## src/hw/rtl/btree_table_search_unit_defines.svh

```systemverilog
// Assertion macros shared by the B-tree search unit RTL.
`ifndef BTREE_TABLE_SEARCH_UNIT_DEFINES_SVH
`define BTREE_TABLE_SEARCH_UNIT_DEFINES_SVH

// Same-cycle implication, checked on clk_i, off while rst_ni is low.
`define BTS_ASSERT_IMP(lbl, ante, cons, msg) \
  lbl: assert property (@(posedge clk_i) disable iff (!rst_ni) (ante) |-> (cons)) \
    else $error(msg);

// Next-cycle implication, checked on clk_i, off while rst_ni is low.
`define BTS_ASSERT_NEXT(lbl, ante, cons, msg) \
  lbl: assert property (@(posedge clk_i) disable iff (!rst_ni) (ante) |=> (cons)) \
    else $error(msg);

`endif

```

## src/hw/rtl/bts_pkg.sv

```systemverilog
// Shared types and constants of the B-tree search unit.
`timescale 1ns / 1ps

package bts_pkg;

  localparam int NODE_W   = 7;
  localparam int SLOT_W   = 4;
  localparam int CNT_W    = 4;
  localparam int IN_KEY_W = 32;

  typedef enum logic [1:0] {
    OP_SET_COUNT   = 2'd0,
    OP_WRITE_KEY   = 2'd1,
    OP_WRITE_CHILD = 2'd2,
    OP_SEARCH      = 2'd3
  } op_e;

  typedef struct packed {
    op_e                 op;
    logic [NODE_W-1:0]   node_index;
    logic [SLOT_W-1:0]   slot;
    logic [CNT_W-1:0]    key_count;
    logic [IN_KEY_W-1:0] key_value;
    logic [NODE_W-1:0]   child_index;
    logic [IN_KEY_W-1:0] search_key;
  } item_t;

  typedef struct packed {
    logic              found;
    logic [NODE_W-1:0] found_node;
    logic [SLOT_W-1:0] found_slot;
    logic              depth_exceeded;
  } res_t;

  // Controller -> datapath commands.
  typedef struct packed {
    logic clr;        // clear one count entry
    logic wr_item;    // table write transfer
    logic start;      // search transfer: load target and root
    logic node_rd;    // enter node: read count, form bases
    logic key_rd;     // read first key of node
    logic key_next;   // advance to next key
    logic child_rd;   // read child at current slot
    logic descend;    // move to child
    logic res_miss;
    logic res_dx;
    logic res_found;
    logic out_load;   // move pending result to output register
  } cmd_t;

  // Datapath -> controller status.
  typedef struct packed {
    logic clr_done;
    logic in_search;
    logic node_ok;
    logic depth_hit;
    logic key_in_range;
    logic key_ge;
    logic key_eq;
  } status_t;

endpackage

```

## src/hw/rtl/bts_ctrl.sv

```systemverilog
// Search sequencer and handshake control of the B-tree search unit.
`timescale 1ns / 1ps
`include "btree_table_search_unit_defines.svh"

module bts_ctrl (
  input  logic             clk_i,
  input  logic             rst_ni,
  input  logic             in_valid_i,
  output logic             in_ready_o,
  output logic             out_valid_o,
  input  logic             out_ready_i,
  input  bts_pkg::status_t status_i,
  output bts_pkg::cmd_t    cmd_o
);

  localparam logic [2:0] S_CLEAR  = 3'd0;
  localparam logic [2:0] S_IDLE   = 3'd1;
  localparam logic [2:0] S_NODE   = 3'd2;
  localparam logic [2:0] S_COUNT  = 3'd3;
  localparam logic [2:0] S_KEY    = 3'd4;
  localparam logic [2:0] S_CHILD  = 3'd5;
  localparam logic [2:0] S_FINISH = 3'd6;

  logic [2:0] state_q, state_d;
  logic       out_valid_q, out_valid_d;
  logic       slot_free;

  assign slot_free   = !out_valid_q || out_ready_i;
  assign in_ready_o  = (state_q == S_IDLE);
  assign out_valid_o = out_valid_q;

  always_comb begin
    state_d     = state_q;
    out_valid_d = out_valid_q && !out_ready_i;
    cmd_o       = '0;
    case (state_q)
      S_CLEAR: begin
        cmd_o.clr = 1'b1;
        if (status_i.clr_done) begin
          state_d = S_IDLE;
        end
      end
      S_IDLE: begin
        if (in_valid_i) begin
          if (status_i.in_search) begin
            cmd_o.start = 1'b1;
            state_d     = S_NODE;
          end else begin
            cmd_o.wr_item = 1'b1;
          end
        end
      end
      S_NODE: begin
        if (!status_i.node_ok) begin
          cmd_o.res_miss = 1'b1;
          state_d        = S_FINISH;
        end else if (status_i.depth_hit) begin
          cmd_o.res_dx = 1'b1;
          state_d      = S_FINISH;
        end else begin
          cmd_o.node_rd = 1'b1;
          state_d       = S_COUNT;
        end
      end
      S_COUNT: begin
        cmd_o.key_rd = 1'b1;
        state_d      = S_KEY;
      end
      S_KEY: begin
        if (status_i.key_in_range && !status_i.key_ge) begin
          cmd_o.key_next = 1'b1;
        end else if (status_i.key_in_range && status_i.key_eq) begin
          cmd_o.res_found = 1'b1;
          state_d         = S_FINISH;
        end else begin
          cmd_o.child_rd = 1'b1;
          state_d        = S_CHILD;
        end
      end
      S_CHILD: begin
        cmd_o.descend = 1'b1;
        state_d       = S_NODE;
      end
      S_FINISH: begin
        if (slot_free) begin
          cmd_o.out_load = 1'b1;
          out_valid_d    = 1'b1;
          state_d        = S_IDLE;
        end
      end
      default: begin
        state_d = S_IDLE;
      end
    endcase
  end

  always_ff @(posedge clk_i or negedge rst_ni) begin
    if (!rst_ni) begin
      state_q     <= S_CLEAR;
      out_valid_q <= 1'b0;
    end else begin
      state_q     <= state_d;
      out_valid_q <= out_valid_d;
    end
  end

  `BTS_ASSERT_IMP(a_cmd_onehot, 1'b1, $onehot0({cmd_o.clr, cmd_o.wr_item, cmd_o.start, cmd_o.node_rd, cmd_o.key_rd, cmd_o.key_next, cmd_o.child_rd, cmd_o.descend, cmd_o.res_miss, cmd_o.res_dx, cmd_o.res_found, cmd_o.out_load}), "more than one datapath command")
  `BTS_ASSERT_IMP(a_key_data, state_q == S_KEY, $past(cmd_o.key_rd || cmd_o.key_next), "key compare without a key read")
  `BTS_ASSERT_NEXT(a_finish_load, state_q == S_FINISH && slot_free, out_valid_q && state_q == S_IDLE, "finished result not presented")

endmodule

```

## config.mk

```make
export PLATFORM = sky130hd
export DESIGN_NAME = bts_ctrl
export DESIGN_NICKNAME = d
export VERILOG_FILES = /design/src/hw/rtl/bts_pkg.sv /design/src/hw/rtl/bts_ctrl.sv
export VERILOG_INCLUDE_DIRS = /design/src /design/src/hw/rtl
export SDC_FILE = /design/constraint.sdc
export NUM_CORES = 1
export LEC_CHECK = 0
export BUFFER_PORTS_ARGS = -buffer_cell sky130_fd_sc_hd__buf_2
export CORE_AREA = 2 2 39 41
export DETAILED_ROUTE_END_ITERATION = 8
export DIE_AREA = 0 0 41 43
export GPL_TIMING_DRIVEN = 0
export PLACE_DENSITY = 0.57
export REMOVE_ABC_BUFFERS = 1
export SETUP_SLACK_MARGIN = 0.2
export SYNTH_ARGS = -nofsm -noshare
export SYNTH_HDL_FRONTEND = slang
export SYNTH_SLANG_ARGS = --single-unit
```

## constraint.sdc

```tcl
create_clock -name clk_i -period 1.4 [get_ports clk_i]
set_input_delay 0.35 -clock clk_i [delete_from_list [all_inputs] [get_ports clk_i]]
set_output_delay 0.35 -clock clk_i [all_outputs]
set_load 0.1 [all_outputs]
```

==> impl_results.md, run 1 <==
* Crit Path Class: reg -> out
* Setup WS post-layout at -0.339 ns
* Inserted Clock Buffers at 3
* Via Count at 497
* CTS Buffer Depth at 2
* Max H-tree Level at 1
* First-pass GRT wire length at 1730 um
* Post-synthesis sequential area ratio at 0.273
* FF-to-FF End: state_q[0]
* RSZ-0062 raised after global routing: yes
* FF-to-FF Start: state_q[0]
* CP top delay family: flip-flops
* CP Max Fanout at 7
* Commonest non-fill, non-tap cell in the layout: buf_4
* Worst-path cell chain: nor3b_4, nand2_1, a21oi_2, buf_12
* WL/cell at 10.7 um
* GRT Resource Usage Total at 0.140
* Peak Freq at 575 MHz
* Yosys top cell area share at 0.273
* Max VDD drop at 1.14 mV
* Worst EP required at 1.05 ns
* DIE HEIGHT at 43 um
* Pre-antenna DRT Iters at 3
* Setup TNS at -3.56 ns
* DP Wirelength at 650 um
* Residual DRC at 0
* Die area at 1760 sq um
* Hold Crit Class: in -> async
* Iter 0 DRT Violations at 3
* Area Growth Syn to Fin at 130%
* YS warnings at 0
* Cell taking the most area after synthesis: dfrtp_1
* Clk_lat worst skew at 0.23 ns
* Fill count at 118
* Mean number of vias per cell at 4.73
* Slew headroom at 0.865
* # IOs at 25
* Initial antenna violation count at 0
* Syn Inst Count at 50
* PwrDens at 2590 nW/um^2
* Area contributors post-synth: dfrtp_1 27%, nand2_1 10%, nor2_1 6.1%, buf_2 4.1%, nor3b_1 4.1%
* Vias in the first global route at 451
* Slew @ Worst Pin at 0.203 ns
* Failing checks: negative setup slack
* Final Total Pwr at 2180 uW
* Post-route minimum period at 1.74 ns
* Die W at 41 um
* End point of the critical path: cmd_o[5]
* Core Rows at 14
* GPL Wtd Cong at 0.678
* R2R setup slack at -0.08 ns
* Total gr overflow at 0
* Mean Syn Cell Area at 7.33 sq um
* Count of state elements after synthesis at 4
* Post-route clock period utilization at 1.24
* Crit path capture type: output pin
* Synthesized area at 367 sq um
* Cell Count, Final, Fillers Out at 105
* CTS tree: built
* Max-slew violations at 0
* Post-Route Skew at 0.000493 ns
* Worst-path clk slew at 0.04 ns
* Most frequent cells in the layout: 13 x buf_4, 10 x buf_2, 8 x nand2_1, 8 x buf_6, 7 x buf_12
* # setup viols final at 14
* Cells after DPL at 87
* Detail Route Antenna Nets at 0
* Total Wirelength at 1120 um
* CP Launch Point: state_q[2]
* Cell depth of the worst setup path at 4
* Port bufs at 24
* CP peak stage delay at 0.45 ns
* Max cap viols at 0
* Clk root buf: clkbuf_4
* Largest net degree at the start of global routing at 8
* Clock sink count at 4
* Ratio of cells with drive above 1 in the final layout at 0.663
* Ant. Diodes at 0
* Worst path arrival time at 1.39 ns
* Final nets at 102
* Endpoints failing hold at 0
* Starting density of the core at 0.265
* Outcome: finished, violations left
* Buffers and inverters on the worst path at 1
* Critical-path top delay cell: dfrtp_2
* Post-layout util at 0.609
* Crit path launch type: flop
* Distinct cell type count after synthesis at 26
* Core area at 1380 sq um
* Depth of the worst register-to-register path at 6
* Leak pwr at 0.000384 uW
-- layout make-up --
cell class	count	area (sq um)	area share
clock buffer	3	22.5	0.0267
inverter	2	7.51	0.00890
multi-input combinational	41	302	0.358
sequential	4	104	0.123
tap	16	20.0	0.0237
timing repair buffer	39	388	0.460
-- kinds of logic (layout without fill, tap and decap cells) --
logic type / after synthesis / after routing / synth area share
AOI/OAI and AO/OA: 11 / 11 / 0.218
buffers and inverters: 5 / 44 / 0.0614
DFF: 4 / 4 / 0.273
and+or+nand+nor: 30 / 30 / 0.447
-- sequential cells by signal (all words and copies together), names as in the netlist --
signal / cells
state_q: 3
out_valid_o: 1
-- worst min-delay path by stage --
stage | from | end | slack, ns | depth (start not counted)
global placement | rst_ni | state_q[1] | 0.15 | 1
floorplan | rst_ni | out_valid_o | 0.05 | 0
detailed placement | rst_ni | state_q[2] | 0.16 | 1
CTS | rst_ni | state_q[2] | 0.45 | 2
finish | rst_ni | state_q[1] | 0.46 | 2
global route | rst_ni | state_q[1] | 0.46 | 2
-- per-stage QoR --
| step | setup slack, ns | instance area [sq um] | hold slack (ns) |
|---|---|---|---|
| floorplan | -1.91 | 352 | 0.0544 |
| global placement | -0.390 | 492 | 0.154 |
| detailed placement | -0.403 | 492 | 0.158 |
| CTS | -0.342 | 778 | 0.450 |
| global route | -0.407 | 843 | 0.461 |
| finish | -0.339 | 843 | 0.457 |
-- what timing repair did --
action                                  CTS  global route
resized for setup                        50            11
setup buffers                            12             2
endpoints found under the hold margin     4             0
endpoints found under the setup margin   16            15
hold buffers                              1             0
pin swaps                                 7             4
-- routing by layer --
layer  vias to the layer above  global-route usage  routed length (um)
li1                        251                   -                   -
met1                       232               0.168                 466
met2                        14               0.225                 595
met3                         0              0.0157                  62
met4                         0              0.0800                   0
met5                         -                   0                   0
-- synth_stat cells (all sizes together) --
library cell	instances
nand3b	1
and3b	1
nor2b	1
and2b	1
a211o	1
or2	1
nand3	1
nor3	1
buf	3
nor3b	3
nand2	10
o21ai	3
a32o	1
and3	1
o2bb2ai	1
nor2	7
inv	2
nand2b	2
a21oi	3
dfrtp	4
a31oi	2
-- power breakdown --
part / internal, uW / switching, uW / total, uW
Clock: 95.7 / 44.9 / 141
Sequential: 173 / 102 / 275
Combinational: 714 / 1050 / 1760
Note: power is estimated with default switching activity, not from simulation.
==> run 2: changes to the inputs <==
--- a/config.mk
+++ b/config.mk
@@ -8,6 +8,7 @@
 export LEC_CHECK = 0
 export BUFFER_PORTS_ARGS = -buffer_cell sky130_fd_sc_hd__buf_2
 export CORE_AREA = 2 2 39 41
+export CTS_CLUSTER_SIZE = 10
 export DETAILED_ROUTE_END_ITERATION = 8
 export DIE_AREA = 0 0 41 43
 export GPL_TIMING_DRIVEN = 0
==> constraint.sdc (replaced) <==
create_clock -name clk_i -period 2.14 [get_ports clk_i]
set_input_delay 0.535 -clock clk_i [delete_from_list [all_inputs] [get_ports clk_i]]
set_output_delay 0.535 -clock clk_i [all_outputs]
set_load 0.1 [all_outputs]
==> impl_results.md, run 2 (synthesis results as in run 1) <==
* Clk_lat worst skew at 0.23 ns
* Final nets at 97
* Clk root buf: clkbuf_4
* Endpoints failing hold at 0
* # IOs at 25
* Iter 0 DRT Violations at 8
* GRT Resource Usage Total at 0.118
* RSZ-0062 raised after global routing: yes
* GPL Wtd Cong at 0.678
* Slew @ Worst Pin at 0.482 ns
* CTS tree: built
* Total Wirelength at 993 um
* CP Max Fanout at 8
* Max-slew violations at 0
* Total gr overflow at 0
* CTS Buffer Depth at 2
* Post-route clock period utilization at 0.902
* Max FFs per register at 3
* Initial antenna violation count at 0
* Starting density of the core at 0.265
* Detail Route Antenna Nets at 0
* Residual DRC at 0
* Max H-tree Level at 1
* Area Growth Syn to Fin at 82.9%
* Max cap viols at 0
* Crit path launch type: flop
* First-pass GRT wire length at 1460 um
* Clock sink count at 4
* Worst EP required at 1.60 ns
* Outcome: finished, final reports clean
* Hold Crit Class: in -> async
* R2R setup slack at 0.69 ns
* Hold-fix buffers, CTS at 0
* Ant. Diodes at 0
* Post-route minimum period at 1.93 ns
* Max VDD drop at 0.697 mV
* # setup viols final at 0
* Core Rows at 14
* Slew headroom at 0.681
* Worst path arrival time at 1.40 ns
* Peak Freq at 518 MHz
* Post-Route Skew at 0.000899 ns
* Vias in the first global route at 383
* Die area at 1760 sq um
* Ratio of cells with drive above 1 in the final layout at 0.571
* Crit Path Class: reg -> out
* Via Count at 470
* Largest net degree at the start of global routing at 9
* Depth of the worst register-to-register path at 6
* PwrDens at 1760 nW/um^2
* Leak pwr at 0.000336 uW
* Most frequent cells in the layout: 17 x buf_4, 11 x buf_2, 10 x nand2_1
* Top reg by flops: state_q
* Pre-antenna DRT Iters at 4
* Die W at 41 um
* Worst-path clk slew at 0.04 ns
* Crit path capture type: output pin
* Post-layout util at 0.485
* WL/cell at 9.93 um
* Port bufs at 24
* DP Wirelength at 650 um
* Hold Slack at 0.0975 ns
* Inserted Clock Buffers at 3
* Setup TNS at 0 ns
* Commonest non-fill, non-tap cell in the layout: buf_4
* DIE HEIGHT at 43 um
* Core area at 1380 sq um
* Mean number of vias per cell at 4.70
[run 2: routing by layer]
layer,routed length [um],track usage
met1,423,0.142
met2,486,0.181
met3,82,0.0157
met4,0,0.0800
met5,0,0
[run 2: where the power goes]
group | total [uW] | switching [uW] | internal, uW
Sequential | 172 | 58.9 | 113
Clock | 92.3 | 29.7 | 62.7
Combinational | 914 | 617 | 297
Total | 1180 | 705 | 473
[run 2: worst max-delay path, cell delays in order (launching register included)]
cell and delay [ns]:
dfrtp_2 0.45, nor3b_2 0.24, nand2_1 0.11, a21oi_2 0.17, buf_12 0.19
[run 2: area by class of cell]
type                       count  area [sq um]
fill                         141           713
timing repair buffer          34           259
multi-input combinational     41           258
sequential                     4           104
clock buffer                   3          22.5
tap                           16          20.0
inverter                       2          7.51
[run 2: per-stage QoR]
stage               worst slack [ns]  total power [uW]  instances  cell area, sq um
finish                         0.210              1180        100               671
global route                   0.142              1240        100               671
CTS                            0.162              1150         99               644
detailed placement             0.152               902         87               492
global placement               0.165               900         87               492
floorplan                      -1.36               792         47               352
[run 2: worst paths after layout]
path,from,end
setup / recovery,state_q[0],cmd_o[5]
hold / removal,rst_ni,out_valid_o
setup reg to reg,state_q[0],state_q[0]
hold reg to reg,state_q[2],state_q[2]
max in group asynchronous,rst_ni,state_q[1]
min in group clk_i,state_q[2],state_q[2]
[run 2: timing repair]
| item | in CTS | in global routing |
|---|---|---|
| pin swaps | 2 | 1 |
| endpoints found under the setup margin | 13 | 6 |
| buffers inserted | 9 | 1 |
| resized for setup | 22 | 5 |
